===== src/hdl/rot_enc_pkg.sv =====
// ----------------------------------------------------------------------------
// rot_enc_pkg - shared types and constants for the rotary encoder block
// Event codes, the queued event record and the quadrature step table.
// ----------------------------------------------------------------------------
package rot_enc_pkg;

    // event codes
    localparam logic [1:0] EVT_CW    = 2'd0;
    localparam logic [1:0] EVT_CCW   = 2'd1;
    localparam logic [1:0] EVT_PRESS = 2'd2;

    // item kinds
    localparam logic KIND_PIN  = 1'b0;
    localparam logic KIND_POLL = 1'b1;

    // reset values
    localparam logic [1:0]  AB_IDLE          = 2'b11;
    localparam logic [15:0] DEBOUNCE_DEFAULT = 16'd50;

    // detent thresholds
    localparam logic signed [7:0] DETENT_POS = 8'sd4;
    localparam logic signed [7:0] DETENT_NEG = -8'sd4;

    // one queued result beat
    typedef struct packed {
        logic [1:0]  code;
        logic [31:0] time_ms;
        logic        last;
    } event_t;

    // quadrature step for {previous_ab, new_ab}
    function automatic logic signed [7:0] quad_step(input logic [3:0] idx);
        logic signed [7:0] step;
        begin
            case (idx)
                4'd1, 4'd7, 4'd8, 4'd14: step = -8'sd1;
                4'd2, 4'd4, 4'd11, 4'd13: step = 8'sd1;
                default: step = 8'sd0;
            endcase
            return step;
        end
    endfunction

endpackage


===== src/hdl/rotary_encoder_detent_and_button.sv =====
// A poll beat's result passes through the input register, then the event
// queue register, before it appears as a result beat.
// Throughput: one input beat per cycle; one output event per cycle while
// out_stall is low; input stalls when the four-entry queue cannot take two.
// Reset: accumulator 0, A/B pair idle high, button released, timestamp 0,
// debounce time 50 ms, queue empty.
// ----------------------------------------------------------------------------
// rotary_encoder_detent_and_button - quadrature decoder with button debounce
// Counts encoder steps from pin samples and, on each poll, emits detent and
// debounced button press events through a small event queue.
// ----------------------------------------------------------------------------
module rotary_encoder_detent_and_button
    import rot_enc_pkg::*;
(
    input  logic        clk,
    input  logic        rst_n,
    // configuration
    input  logic        cfg_wr_en,
    input  logic [15:0] cfg_wr_data,
    // input channel
    input  logic        in_valid,
    output logic        in_stall,
    input  logic        kind,
    input  logic        enc_a,
    input  logic        enc_b,
    input  logic        button_level,
    input  logic [31:0] now_ms,
    // output channel
    output logic        out_valid,
    input  logic        out_stall,
    output logic [1:0]  event_code,
    output logic [31:0] event_time,
    output logic        last
);

    localparam int QDEPTH = 4;

    // configuration and decoder state
    logic [15:0]       debounce_reg;
    logic signed [7:0] acc_reg, acc_next;
    logic [1:0]        prev_ab_reg, prev_ab_next;
    logic              stable_btn_reg, stable_btn_next;
    logic [31:0]       btn_ts_reg, btn_ts_next;

    // input register
    logic        in_valid_reg;
    logic        kind_reg;
    logic        enc_a_reg;
    logic        enc_b_reg;
    logic        button_reg;
    logic [31:0] now_reg;

    // event queue
    event_t      queue_reg [QDEPTH];
    logic [1:0]  wr_ptr_reg, rd_ptr_reg;
    logic [2:0]  count_reg, count_next;

    logic        proc_fire;
    logic        in_accept;
    logic        pop;
    logic        detent_hit;
    logic        press_hit;
    logic [1:0]  push_n;
    event_t      ev0, ev1;
    logic signed [7:0] acc_neg;
    logic signed [7:0] acc_rem;
    logic [31:0] elapsed;

    // handshake
    assign proc_fire = in_valid_reg && (count_reg <= 3'(QDEPTH - 2));
    assign in_stall  = in_valid_reg && !proc_fire;
    assign in_accept = in_valid && !in_stall;
    assign out_valid = (count_reg != 3'd0);
    assign pop       = out_valid && !out_stall;

    // configuration register
    always_ff @(posedge clk or negedge rst_n)
    begin
        if (!rst_n)
            debounce_reg <= DEBOUNCE_DEFAULT;
        else if (cfg_wr_en)
            debounce_reg <= cfg_wr_data;
    end

    // input register
    always_ff @(posedge clk or negedge rst_n)
    begin
        if (!rst_n)
            in_valid_reg <= 1'b0;
        else if (!in_valid_reg || proc_fire)
            in_valid_reg <= in_valid;
    end

    always_ff @(posedge clk)
    begin
        if (in_accept)
        begin
            kind_reg   <= kind;
            enc_a_reg  <= enc_a;
            enc_b_reg  <= enc_b;
            button_reg <= button_level;
            now_reg    <= now_ms;
        end
    end

    // decode and debounce
    always_comb
    begin
        acc_next        = acc_reg;
        prev_ab_next    = prev_ab_reg;
        stable_btn_next = stable_btn_reg;
        btn_ts_next     = btn_ts_reg;
        detent_hit      = 1'b0;
        press_hit       = 1'b0;
        acc_neg         = -acc_reg;
        acc_rem         = acc_reg[7] ? -(acc_neg & 8'sd3) : (acc_reg & 8'sd3);
        elapsed         = now_reg - btn_ts_reg;

        if (proc_fire)
        begin
            if (kind_reg == KIND_PIN)
            begin
                acc_next     = acc_reg + quad_step({prev_ab_reg, enc_a_reg, enc_b_reg});
                prev_ab_next = {enc_a_reg, enc_b_reg};
            end
            else
            begin
                if (acc_reg >= DETENT_POS || acc_reg <= DETENT_NEG)
                begin
                    detent_hit = 1'b1;
                    acc_next   = acc_rem;
                end
                if (button_reg != stable_btn_reg)
                begin
                    if (elapsed > {16'd0, debounce_reg})
                    begin
                        stable_btn_next = button_reg;
                        btn_ts_next     = now_reg;
                        press_hit       = !button_reg;
                    end
                end
                else
                begin
                    btn_ts_next = now_reg;
                end
            end
        end
    end

    always_ff @(posedge clk or negedge rst_n)
    begin
        if (!rst_n)
        begin
            acc_reg        <= 8'sd0;
            prev_ab_reg    <= AB_IDLE;
            stable_btn_reg <= 1'b1;
            btn_ts_reg     <= 32'd0;
        end
        else
        begin
            acc_reg        <= acc_next;
            prev_ab_reg    <= prev_ab_next;
            stable_btn_reg <= stable_btn_next;
            btn_ts_reg     <= btn_ts_next;
        end
    end

    // events to push, detent before press
    always_comb
    begin
        ev0.code    = detent_hit ? (acc_reg[7] ? EVT_CCW : EVT_CW) : EVT_PRESS;
        ev0.time_ms = now_reg;
        ev0.last    = !(detent_hit && press_hit);
        ev1.code    = EVT_PRESS;
        ev1.time_ms = now_reg;
        ev1.last    = 1'b1;
        push_n      = {1'b0, detent_hit} + {1'b0, press_hit};
    end

    // event queue storage
    always_ff @(posedge clk)
    begin
        if (push_n != 2'd0)
            queue_reg[wr_ptr_reg] <= ev0;
        if (push_n == 2'd2)
            queue_reg[wr_ptr_reg + 2'd1] <= ev1;
    end

    // event queue pointers
    assign count_next = count_reg + {1'b0, push_n} - {2'b0, pop};

    always_ff @(posedge clk or negedge rst_n)
    begin
        if (!rst_n)
        begin
            wr_ptr_reg <= 2'd0;
            rd_ptr_reg <= 2'd0;
            count_reg  <= 3'd0;
        end
        else
        begin
            wr_ptr_reg <= wr_ptr_reg + push_n;
            rd_ptr_reg <= rd_ptr_reg + {1'b0, pop};
            count_reg  <= count_next;
        end
    end

    // output beat from queue head
    assign event_code = queue_reg[rd_ptr_reg].code;
    assign event_time = queue_reg[rd_ptr_reg].time_ms;
    assign last       = queue_reg[rd_ptr_reg].last;

`ifndef ASSERT_OFF
    // queue never overfills
    a_queue_bound: assert property (@(posedge clk) disable iff (!rst_n)
        count_reg <= 3'(QDEPTH))
        else $error("event queue overflow");

    // a non-final beat always has its partner queued behind it
    a_partner_queued: assert property (@(posedge clk) disable iff (!rst_n)
        (out_valid && !last) |-> (count_reg >= 3'd2))
        else $error("non-final event without follower");

    // a detent leaves the accumulator within one detent
    a_detent_rem: assert property (@(posedge clk) disable iff (!rst_n)
        detent_hit |=> (acc_reg < DETENT_POS && acc_reg > DETENT_NEG))
        else $error("accumulator remainder out of range");

    // the processing stage only fires with room for two events
    a_room: assert property (@(posedge clk) disable iff (!rst_n)
        proc_fire |=> (count_reg <= 3'(QDEPTH)))
        else $error("processing without queue room");
`endif

endmodule


===== config.mk =====
export PLATFORM = sky130hd
export DESIGN_NAME = rotary_encoder_detent_and_button
export DESIGN_NICKNAME = d
export VERILOG_FILES = /design/src/hdl/rot_enc_pkg.sv /design/src/hdl/rotary_encoder_detent_and_button.sv
export SDC_FILE = /design/constraint.sdc
export NUM_CORES = 1
export LEC_CHECK = 0
export BUFFER_PORTS_ARGS = -buffer_cell sky130_fd_sc_hd__buf_4
export CELL_PAD_IN_SITES_DETAIL_PLACEMENT = 1
export CELL_PAD_IN_SITES_GLOBAL_PLACEMENT = 1
export CORE_MARGIN = 3
export CORE_UTILIZATION = 35
export CTS_BUF_LIST = sky130_fd_sc_hd__clkbuf_4
export DETAILED_ROUTE_END_ITERATION = 7
export PLACE_DENSITY = 0.59
export SLEW_MARGIN = 10
export SYNTH_ARGS = -nofsm -noshare
export SYNTH_HDL_FRONTEND = slang
export SYNTH_SLANG_ARGS = --single-unit

===== constraint.sdc =====
create_clock -name clk -period 8.65 [get_ports clk]
set_input_delay 0.865 -clock clk [delete_from_list [all_inputs] [get_ports clk]]
set_output_delay 0.865 -clock clk [all_outputs]
set_load 0.05 [all_outputs]

* Word level (Yosys, flattened, before mapping)
Memory sizes are Yosys's and may differ from the RTL's.
Cells that the tools add are included.
** Storage, ports and cells
- Flip-flop bits (word level) :: 103
- Bits in writable memories :: 140
- ROM bits :: 128
- Input bits :: 57
- Output and inout bits :: 37
- Logic and storage cells :: 77
- Memories kept :: 2
** Operators by class
- Add/sub/neg operators :: 10
- $lt $le $gt $ge :: 4
- Equal/unequal tests :: 5
- Muxes and demuxes :: 20
- Bitwise operators :: 1
- Reductions and logical operators :: 20
** Memory list
- queue_reg :: words 4, width 35, rd ports 1, clocked after Yosys merged registers in 0, write ports 2, RTL line rotary_encoder_detent_and_button.sv:54 : event_t queue_reg [QDEPTH];
- (no name shown) :: words 16, width 8, rd ports 1, clocked after Yosys merged registers in 0, write ports 0, RTL line rot_enc_pkg.sv:35 : case (idx)
** Operators with widths (count)
- two-way mux 32 bit :: 2
- two-way mux 8 bit :: 5
- greater-than comparator 32 x 16 -> 1 bit :: 1
- subtractor 32 bit :: 1
- two-way mux 1 bit :: 12
- adder 8 bit :: 1
- >= comparator 8 x 4 -> 1 bit (second input constant) :: 1
- less-or-equal comparator 8 x 3 -> 1 bit (second input constant) :: 1
- negation 2 -> 8 bit :: 1
- zero test 1 bit :: 6
- AND reduction 3 bit :: 2
- logical AND 1 bit :: 5
- != test 2 x 1 -> 1 bit (second input constant) :: 2
- AND reduction 2 bit :: 2
- AND reduction 4 bit :: 1
- adder 3 x 2 -> 3 bit :: 1
- less-or-equal comparator 3 x 2 -> 1 bit (second input constant) :: 1
- nonzero test 3 bit :: 1
- subtractor 3 x 1 -> 3 bit :: 1
- adder 1 x 1 -> 2 bit :: 1
- adder 2 x 1 -> 2 bit :: 1
- adder 2 x 1 -> 2 bit (second input constant) :: 1
- adder 2 bit :: 1
- equality test 2 bit (second input constant) :: 1
- 7 further kinds :: 8

* Logic depth before layout (Yosys ltp)
Gate-level depths: netlist (run 1).
- Word-level depth :: 10
- Gate-level depth with buffers :: 27
- Mapped depth without buffers :: 27

* Worst setup path before layout (run 1)
OpenSTA, ideal clock, no wires.
- Path type :: register to register
- Start point :: register now_reg[4]
- End point :: memory queue_reg[0][10] (netlist bit) (enable)
- Arrival :: 5714 ps
- Required time :: 8244 ps
- Path slack :: 2530 ps
- Stages on the path, launching flop included :: 24
- Buffers on the path :: 2
- Period minus slack after synthesis :: 6120 ps
- Path through :: edfxtp_1 > ha_1 > a21o_1 > a31o_2 > o21a_1 > o21ai_0 > nand2b_1 > a21oi_1 > o21bai_1 > xor2_1 > ha_1 > nand4_1 > nor4_1 > a221o_1 > a221oi_1 > o2111ai_1 > nor4_1 > a31o_2 > or3b_2 > ha_1 > or2_2 > clkbuf_1 > o21ai_1 > clkbuf_1
** RTL lines
- start, declared :: RTL line rotary_encoder_detent_and_button.sv:51 : logic [31:0] now_reg;
- start signal, assigned :: RTL line rotary_encoder_detent_and_button.sv:102 : now_reg <= now_ms;
- end, declared :: RTL line rotary_encoder_detent_and_button.sv:54

==> summary.txt, run 1 <==
Status
  – Result of the run: finished, final reports clean

Yosys
  – Unique cell type count in the Yosys netlist: between 60 and 70
  – Instance count of the mapped netlist: about 1000
  – Post-synth top area cell: sky130_fd_sc_hd__edfxtp_1
  – Dominant synthesized flop cell: sky130_fd_sc_hd__edfxtp_1
  – Portion of synthesized cell area occupied by the leading cell type: 38.8%
  – Leading post-synthesis cells by cell area: sky130_fd_sc_hd__edfxtp_1, sky130_fd_sc_hd__dfrtp_1, sky130_fd_sc_hd__ha_1, sky130_fd_sc_hd__mux4_2, sky130_fd_sc_hd__and2_1
  – Net count after synthesis: 1155
  – Post-synth EDFFs: about 160
  – Mapped cell area: roughly 13000 sq um
  – Share of synthesized area occupied by flip-flops and latches: between 50 and 60%
  – Proportion of register bits with asynchronous set or reset after synthesis: 27.6%
  – Total of warnings raised by yosys: 0
  – Flops & latches, synth: 243
  – Average size of a mapped cell: 12.3 sq um

Power and ir drop
  – Pint: approximately 3.5 mW
  – Sequential share of power: just under 30%
  – Switching portion of total power: about 43%
  – Switching power: about 2.6 mW
  – Leakage: 6.34 nW
  – Largest vdd supply drop: around 0.00018 V
  – Part of the total power dissipated in combinational logic: 51.2%
  – Power density over the cells: around 410 nW/um^2
  – Fraction of power consumed by the clock network: 19.6%

Clock tree
  – Clock network latency to the later pin of the worst-skew pair: approximately 0.73 ns
  – Hold bufs inserted after CTS: 0
  – Worst-case clock buffer depth: 3
  – Clock buffers created by TritonCTS: 72
  – Number of H-tree levels: 3
  – Post-CTS Setup Inserts: 0
  – CTS resizes: 0
  – Clock slew at reported path FFs: 0.06 ns
  – Root Buffer Master: sky130_fd_sc_hd__clkbuf_4
  – TritonCTS clock tree: yes
  – Number of sinks handled by clock tree synthesis: 243

Min path
  – Hold Path Class: primary input to asynchronous set/reset pin

Global route
  – Global router's overall resource usage: about 17%
  – Aggregate global routing overflow: 0
  – Global-route wire length before repair: 50.2 mm
  – Largest net degree at the start of global routing: 68
  – GR Util met3: ~3.5%
  – Gr busiest metal: met2
  – Global routing usage on met1: 22.9%
  – Antenna violations before repair: 6
  – Met2 capacity usage during global routing: 26.3%
  – Via count of the first global-routing pass: between 8000 and 9000

Layout
  – Flip-flop count of the largest register after layout: 140
  – Area growth syn-to-layout: 17.3%
  – Layout cell share with drive strength beyond 1: 26.5%
  – Fillers: approximately 3800
  – Nets: 1287

Critical path
  – Cell breakdown of the critical path: ha_1 -> a21o_1 -> a31o_2 -> o21a_1 -> o21ai_0 -> nand2b_1 -> a21oi_1 -> o21bai_1 -> xor2_1 -> ha_1 -> nand4_1 -> nor4_1 -> a221o_1 -> a221oi_1 -> o2111ai_1 -> nor4_1 -> a31o_2 -> or3b_2 -> ha_1 -> o21ai_2 -> and2_1 -> buf_4
  – Endpoint of the worst register-to-register path: queue_reg[1][26]
  – Top cell family by delay on the critical path: compound AO/OA/AOI/OAI gates
  – Crit path buffers/inverters: 1
  – CP max stage cell: sky130_fd_sc_hd__and2_1
  – R2R depth: 22
  – Kind of start point of the critical path: register
  – Kind of critical path: register to register
  – Critical-path maximum fanout: 18
  – R2r setup slk: between 2 and 2.5 ns
  – Worst r2r src: now_reg[4]
  – Data arrival time of the critical path: 6.96 ns
  – Largest stage delay on the critical path: 0.80 ns
  – Capture point of the critical path: queue_reg[1][26]
  – Required time at the worst-slack endpoint: 9.00 ns
  – Timing startpoint of the critical path: now_reg[4]
  – Category of the worst setup path capture point: register
  – Number of logic stages on the critical path including buffering: 22
  – CP most frequent cell: sky130_fd_sc_hd__ha_1

Placed design
  – Placer's final routability congestion estimate: 0.781
  – Worst-case setup slack after placement: just over 2 ns
  – Count of input and output buffers: 93
  – Detail Placement HPWL: 21.6 mm

STA
  – Setup-violating endpoint count in the final report: 0
  – Final Critical Period: around 6.6 ns
  – Number of slew-limit violations in the final report: 0
  – Final Worst Setup Slack: 2.04 ns
  – Number of hold violations in the final report: 0
  – Post-route clock period utilization: 76.4%
  – RSZ-0062 raised after global routing: no
  – Fin Clk Skew: 0.0623 ns
  – Worst slew margin relative to its limit: 29.5%
  – Maximum clock rate: ~150 MHz
  – Sum of negative setup slack: 0 ns
  – Pin slew with the least headroom to its limit: around 1.1 ns

Die
  – Die area: 38500 sq um
  – I/O pin total: 94
  – Overall die height: between 150 and 200 um
  – Die boundary width: a little under 200 um
  – Initial standard-cell utilization of the core: 35.6%
  – CORE AREA: 35700 sq um
  – Row cnt: 69

Routing
  – Drc violations: 0
  – Total detailed-routing wirelength: 31.4 mm
  – Total via count in the routed design: 8431
  – Final antenna-violating net count: 0
  – Detail-routed via count per cell: 5.03
  – Violation count after the first detailed-routing iteration: around 310
  – Pre-antenna DRT Iters: 4
  – Per-cell routed wire length: between 15 and 20 um

Job
  – Maximum capacitance violations: 0
-- routing by layer --
metal	up-vias	wire [um]
met1	4182	14700
met5	-	0
met4	0	679
met2	160	14500
li1	4041	-
met3	48	1470
-- through the flow --
step / hold slack (ns) / utilization (%) / area, sq um / std cells / total power [mW]
final: 0.303 / 41.7 / 14900 / 1677 / 6.05
after global routing: 0.246 / 41.7 / 14900 / 1677 / 6.56
after CTS: 0.229 / 41.7 / 14900 / 1676 / 6.15
after detailed placement: 0.471 / 38.9 / 13900 / 1547 / 4.92
after global placement: 0.461 / 38.9 / 13900 / 1547 / 4.86
after floorplan: 0.442 / - / 12700 / 1028 / 4.05
-- worst min-delay path by stage --
stage	from	slack [ns]	endpoint	cells after the start
floorplan	queue_reg[2][33]	0.44	queue_reg[2][33]	2
global placement	queue_reg[0][33]	0.46	queue_reg[0][33]	2
detailed placement	queue_reg[2][33]	0.47	queue_reg[2][33]	2
CTS	now_ms[16]	0.23	now_reg[16]	1
global route	now_ms[14]	0.25	now_reg[14]	1
finish	rst_n	0.30	rd_ptr_reg[1]	1
-- cells by family (layout without fill, tap and decap cells) --
kind of cell | Yosys count | after routing | synth area share, %
XOR/XNOR | 38 | 38 | 2.63
buffers and inverters | 124 | 311 | 3.86
AO/OA/AOI/OAI | 178 | 178 | 8.81
adder cells (fa/ha/maj) | 70 | 70 | 7.09
AND/OR/NAND/NOR | 302 | 302 | 13.1
multiplexers | 73 | 73 | 10.5
flip-flops | 243 | 243 | 54.0
other | 0 | 1 | 0
-- cells in the final DEF, fill, tap and decap left out, types with 12 or more instances in the layout --
cell type / synthesis / layout
sky130_fd_sc_hd__nor2_1: 49 / 49
sky130_fd_sc_hd__clkbuf_4: 0 / 114
sky130_fd_sc_hd__nand2_1: 48 / 48
sky130_fd_sc_hd__nand3_1: 12 / 12
sky130_fd_sc_hd__ha_1: 67 / 67
sky130_fd_sc_hd__dfrtp_1: 61 / 60
sky130_fd_sc_hd__xnor2_1: 25 / 25
sky130_fd_sc_hd__buf_4: 0 / 104
sky130_fd_sc_hd__and2_1: 71 / 70
sky130_fd_sc_hd__xor2_1: 13 / 13
sky130_fd_sc_hd__mux4_2: 36 / 36
sky130_fd_sc_hd__mux2_4: 29 / 29
sky130_fd_sc_hd__edfxtp_1: 164 / 164
sky130_fd_sc_hd__inv_1: 78 / 78
sky130_fd_sc_hd__and3_1: 70 / 70
sky130_fd_sc_hd__dfxtp_1: 12 / 12
sky130_fd_sc_hd__o21ai_0: 53 / 52
sky130_fd_sc_hd__a21oi_1: 62 / 62
-- synth_stat cells, drive strengths merged, types with 7 or more instances --
master / n
dfrtp: 61
mux4: 36
buf: 7
dfxtp: 12
nor2: 49
nor3: 8
mux2: 35
nand4: 11
a21o: 11
nor2b: 9
nand3: 12
clkbuf: 39
edfxtp: 164
o21ai: 55
xor2: 13
nand2: 49
inv: 78
and2: 71
xnor2: 25
a21oi: 62
ha: 67
and3: 70
-- power groups by stage --
stage	sequential, mW	clock [mW]	combinational [mW]
after floorplan	1.69	0	2.36
after global placement	1.78	0	3.09
after detailed placement	1.79	0	3.13
after CTS	1.77	1.24	3.15
after global routing	1.80	1.30	3.45
final	1.76	1.19	3.10
-- layout make-up --
| cell class | count | area [sq um] | area share [%] |
|---|---|---|---|
| inverters | 78 | 293 | 1.97 |
| diodes | 1 | 2.50 | 0.0168 |
| multi-input cells | 661 | 5380 | 36.1 |
| clock inverters | 15 | 140 | 0.942 |
| clock buffers | 114 | 856 | 5.75 |
| flip-flops and latches | 243 | 6850 | 46.1 |
| repair buffers | 104 | 781 | 5.25 |
| well taps | 461 | 577 | 3.88 |
No activity file was read; power rests on OpenSTA's default activity.
==> run 2: changes to the inputs <==
Clock period 8.65 ns to 6.9 ns, I/O delays scaled along.
==> summary.txt, run 2 (same netlist as run 1, synthesis figures left out) <==
Status
  – Result of the run: finished, final reports clean

Layout
  – Register area: 6850 sq um (unchanged)
  – Nets: 1288 (+0.078%)
  – Area growth syn-to-layout: 17.2%
  – Area occupied by multi-input gates: 5380 sq um (unchanged)
  – Final standard cell area without fillers: 14900 sq um (-0.15%)
  – Layout cell share with drive strength beyond 1: 26.6% (+0.077 points)
  – Commonest non-fill, non-tap cells in the layout: sky130_fd_sc_hd__edfxtp_1, sky130_fd_sc_hd__clkbuf_4, sky130_fd_sc_hd__buf_4
  – Commonest non-fill, non-tap cell in the layout: sky130_fd_sc_hd__edfxtp_1
  – Flip-flop count of the largest register after layout: 140 (unchanged)
  – Fillers: 3874 (+1.3%)

Routing
  – Total via count in the routed design: 8440 (+0.11%)
  – Pre-antenna DRT Iters: 4 (unchanged)
  – Detail-routed via count per cell: 5.02 (-0.19%)
  – Total detailed-routing wirelength: 31.4 mm (-0.16%)
  – Final antenna-violating net count: 0 (unchanged)
  – Drc violations: 0 (unchanged)
  – Violation count after the first detailed-routing iteration: 374 (+20%)
  – Per-cell routed wire length: 18.6 um (-0.45%)

Global route
  – Antenna violations before repair: 2 (-4)
  – Aggregate global routing overflow: 0 (unchanged)
  – Largest net degree at the start of global routing: 68 (unchanged)
  – GR Util met3: 3.19% (-0.26 points)
  – Gr busiest metal: met2
  – Via count of the first global-routing pass: 9153 (+2.8%)
  – Global router's overall resource usage: 16.8% (+0.12 points)
  – Global-route wire length before repair: 50.7 mm (+1.1%)
  – Met2 capacity usage during global routing: 26.5% (+0.23 points)
  – Global routing usage on met1: 23.0% (+0.10 points)

Die
  – Overall die height: 196 um (unchanged)
  – I/O pin total: 94 (unchanged)
  – CORE AREA: 35700 sq um (unchanged)
  – Die area: 38500 sq um (unchanged)
  – Initial standard-cell utilization of the core: 35.6% (unchanged)
  – Row cnt: 69 (unchanged)
  – Die boundary width: 196 um (unchanged)

Job
  – Maximum capacitance violations: 0 (unchanged)

Critical path
  – Critical-path maximum fanout: 64 (+46)
  – Cell breakdown of the critical path: ha_1 -> and3_1 -> and3_1 -> o211ai_1 -> and2_1 -> o21ai_0 -> xor2_1 -> ha_1 -> nand4_1 -> nor4_1 -> nand2_1 -> a221oi_1 -> o2111ai_1 -> nor4_1 -> a31o_2 -> nor3b_1 -> ha_1 -> nand2_1 -> o21ai_2 -> buf_4 -> and3_1
  – R2R depth: 21 (-4.5%)
  – Top cell family by delay on the critical path: simple AND/OR/NAND/NOR gates
  – Largest stage delay on the critical path: 0.51 ns (-0.29 ns)
  – Kind of start point of the critical path: register
  – Crit path buffers/inverters: 1 (unchanged)
  – Category of the worst setup path capture point: register
  – CP max stage cell: sky130_fd_sc_hd__edfxtp_1
  – Data arrival time of the critical path: 6.50 ns (-0.46 ns)
  – Kind of critical path: register to register
  – Required time at the worst-slack endpoint: 7.35 ns (-1.65 ns)
  – Number of logic stages on the critical path including buffering: 21 (-4.5%)

Clock tree
  – Clock slew at reported path FFs: 0.08 ns (+0.02 ns)
  – Clock buffers created by TritonCTS: 71 (-1.4%)
  – Post-CTS Setup Inserts: 0 (unchanged)
  – TritonCTS clock tree: yes
  – Number of sinks handled by clock tree synthesis: 243 (unchanged)
  – Number of H-tree levels: 3 (unchanged)
  – CTS resizes: 0 (unchanged)
  – Hold bufs inserted after CTS: 0 (unchanged)
  – Clock network latency to the later pin of the worst-skew pair: 0.73 ns (about the same)
  – Root Buffer Master: sky130_fd_sc_hd__clkbuf_4
  – Worst-case clock buffer depth: 3 (unchanged)

STA
  – Setup-violating endpoint count in the final report: 0 (unchanged)
  – Worst slew margin relative to its limit: 34.2% (+4.7 points)
  – Sum of negative setup slack: 0 ns (unchanged)
  – Post-route clock period utilization: 87.7% (+11 points)
  – Number of hold violations in the final report: 0 (unchanged)
  – Final Critical Period: 6.05 ns (-0.558 ns)
  – Number of slew-limit violations in the final report: 0 (unchanged)
  – RSZ-0062 raised after global routing: no
  – Final Worst Setup Slack: 0.848 ns (-1.19 ns)
  – Pin slew with the least headroom to its limit: 0.987 ns (-0.0663 ns)
  – Hold WS: 0.109 ns (-0.193 ns)
  – Maximum clock rate: 165 MHz (+9.2%)
  – Fin Clk Skew: 0.0449 ns (-0.0174 ns)

Power and ir drop
  – Power density over the cells: 505 nW/um^2 (+24%)
  – Total power: 7.51 mW (+24%)
  – Leakage: 6.33 nW (-0.15%)
  – Largest vdd supply drop: 0.000195 V (+6.5%)

Placed design
  – Post-place instance area: 13900 sq um (+0.20%)
  – Detail Placement HPWL: 21.6 mm (+0.13%)
  – Placer's final routability congestion estimate: 0.784 (+0.37%)
  – Count of input and output buffers: 93 (unchanged)
  – Worst-case setup slack after placement: 0.838 ns (-1.21 ns)

Min path
  – Hold Path Class: primary input to asynchronous set/reset pin
run 2: per-layer routing:
layer  vias to the layer above  part of all wire, %
met2                       152                   46
met5                         -                    0
met4                         0                  2.4
met1                      4183                   48
li1                       4063                    -
met3                        42                  3.8
run 2: area by class of cell:
class	count	area share, %
multi-input combinational	661	36.2
clock inverter	21	0.792
sequential	243	46.1
clock buffer	110	5.56
inverter	78	1.97
timing repair buffer	106	5.44
tap	461	3.88
antenna	2	0.0337
run 2: path summary, 6_finish.rpt:
kind / from / end / slack (ns)
worst max-delay path: now_reg[9] / queue_reg[3][5] / 0.85
worst min-delay path: rst_n / btn_ts_reg[21] / 0.11
worst max register to register: now_reg[9] / queue_reg[3][5] / 0.85
worst min register to register: queue_reg[3][33] / queue_reg[3][33] / 0.48
max in group asynchronous: rst_n / debounce_reg[2] / 6.14
min in group clk: now_ms[18] / now_reg[18] / 0.16
run 2: report_power, final:
group / switching (mW) / internal, mW / total (mW)
clock network: 0.647 / 0.767 / 1.41
logic: 2.29 / 1.55 / 3.84
registers: 0.298 / 1.96 / 2.25
run 2: worst reg2reg max path, delay by kind of cell, from the launching register on:
family / cells / cell delay, ns
compound gates: 6 / 1.40
flops: 1 / 0.51
xor+xnor: 1 / 0.16
fa+ha+maj: 3 / 1.14
buf+inv: 1 / 0.31
simple gates: 10 / 2.31
run 2: metrics by stage:
| stage | instances | utilization, % |
|---|---|---|
| after detailed placement | 1549 | 39.0 |
| final | 1682 | 41.7 |
| after global routing | 1681 | 41.6 |
| after floorplan | 1028 | - |
| after global placement | 1549 | 39.0 |
| after CTS | 1680 | 41.6 |
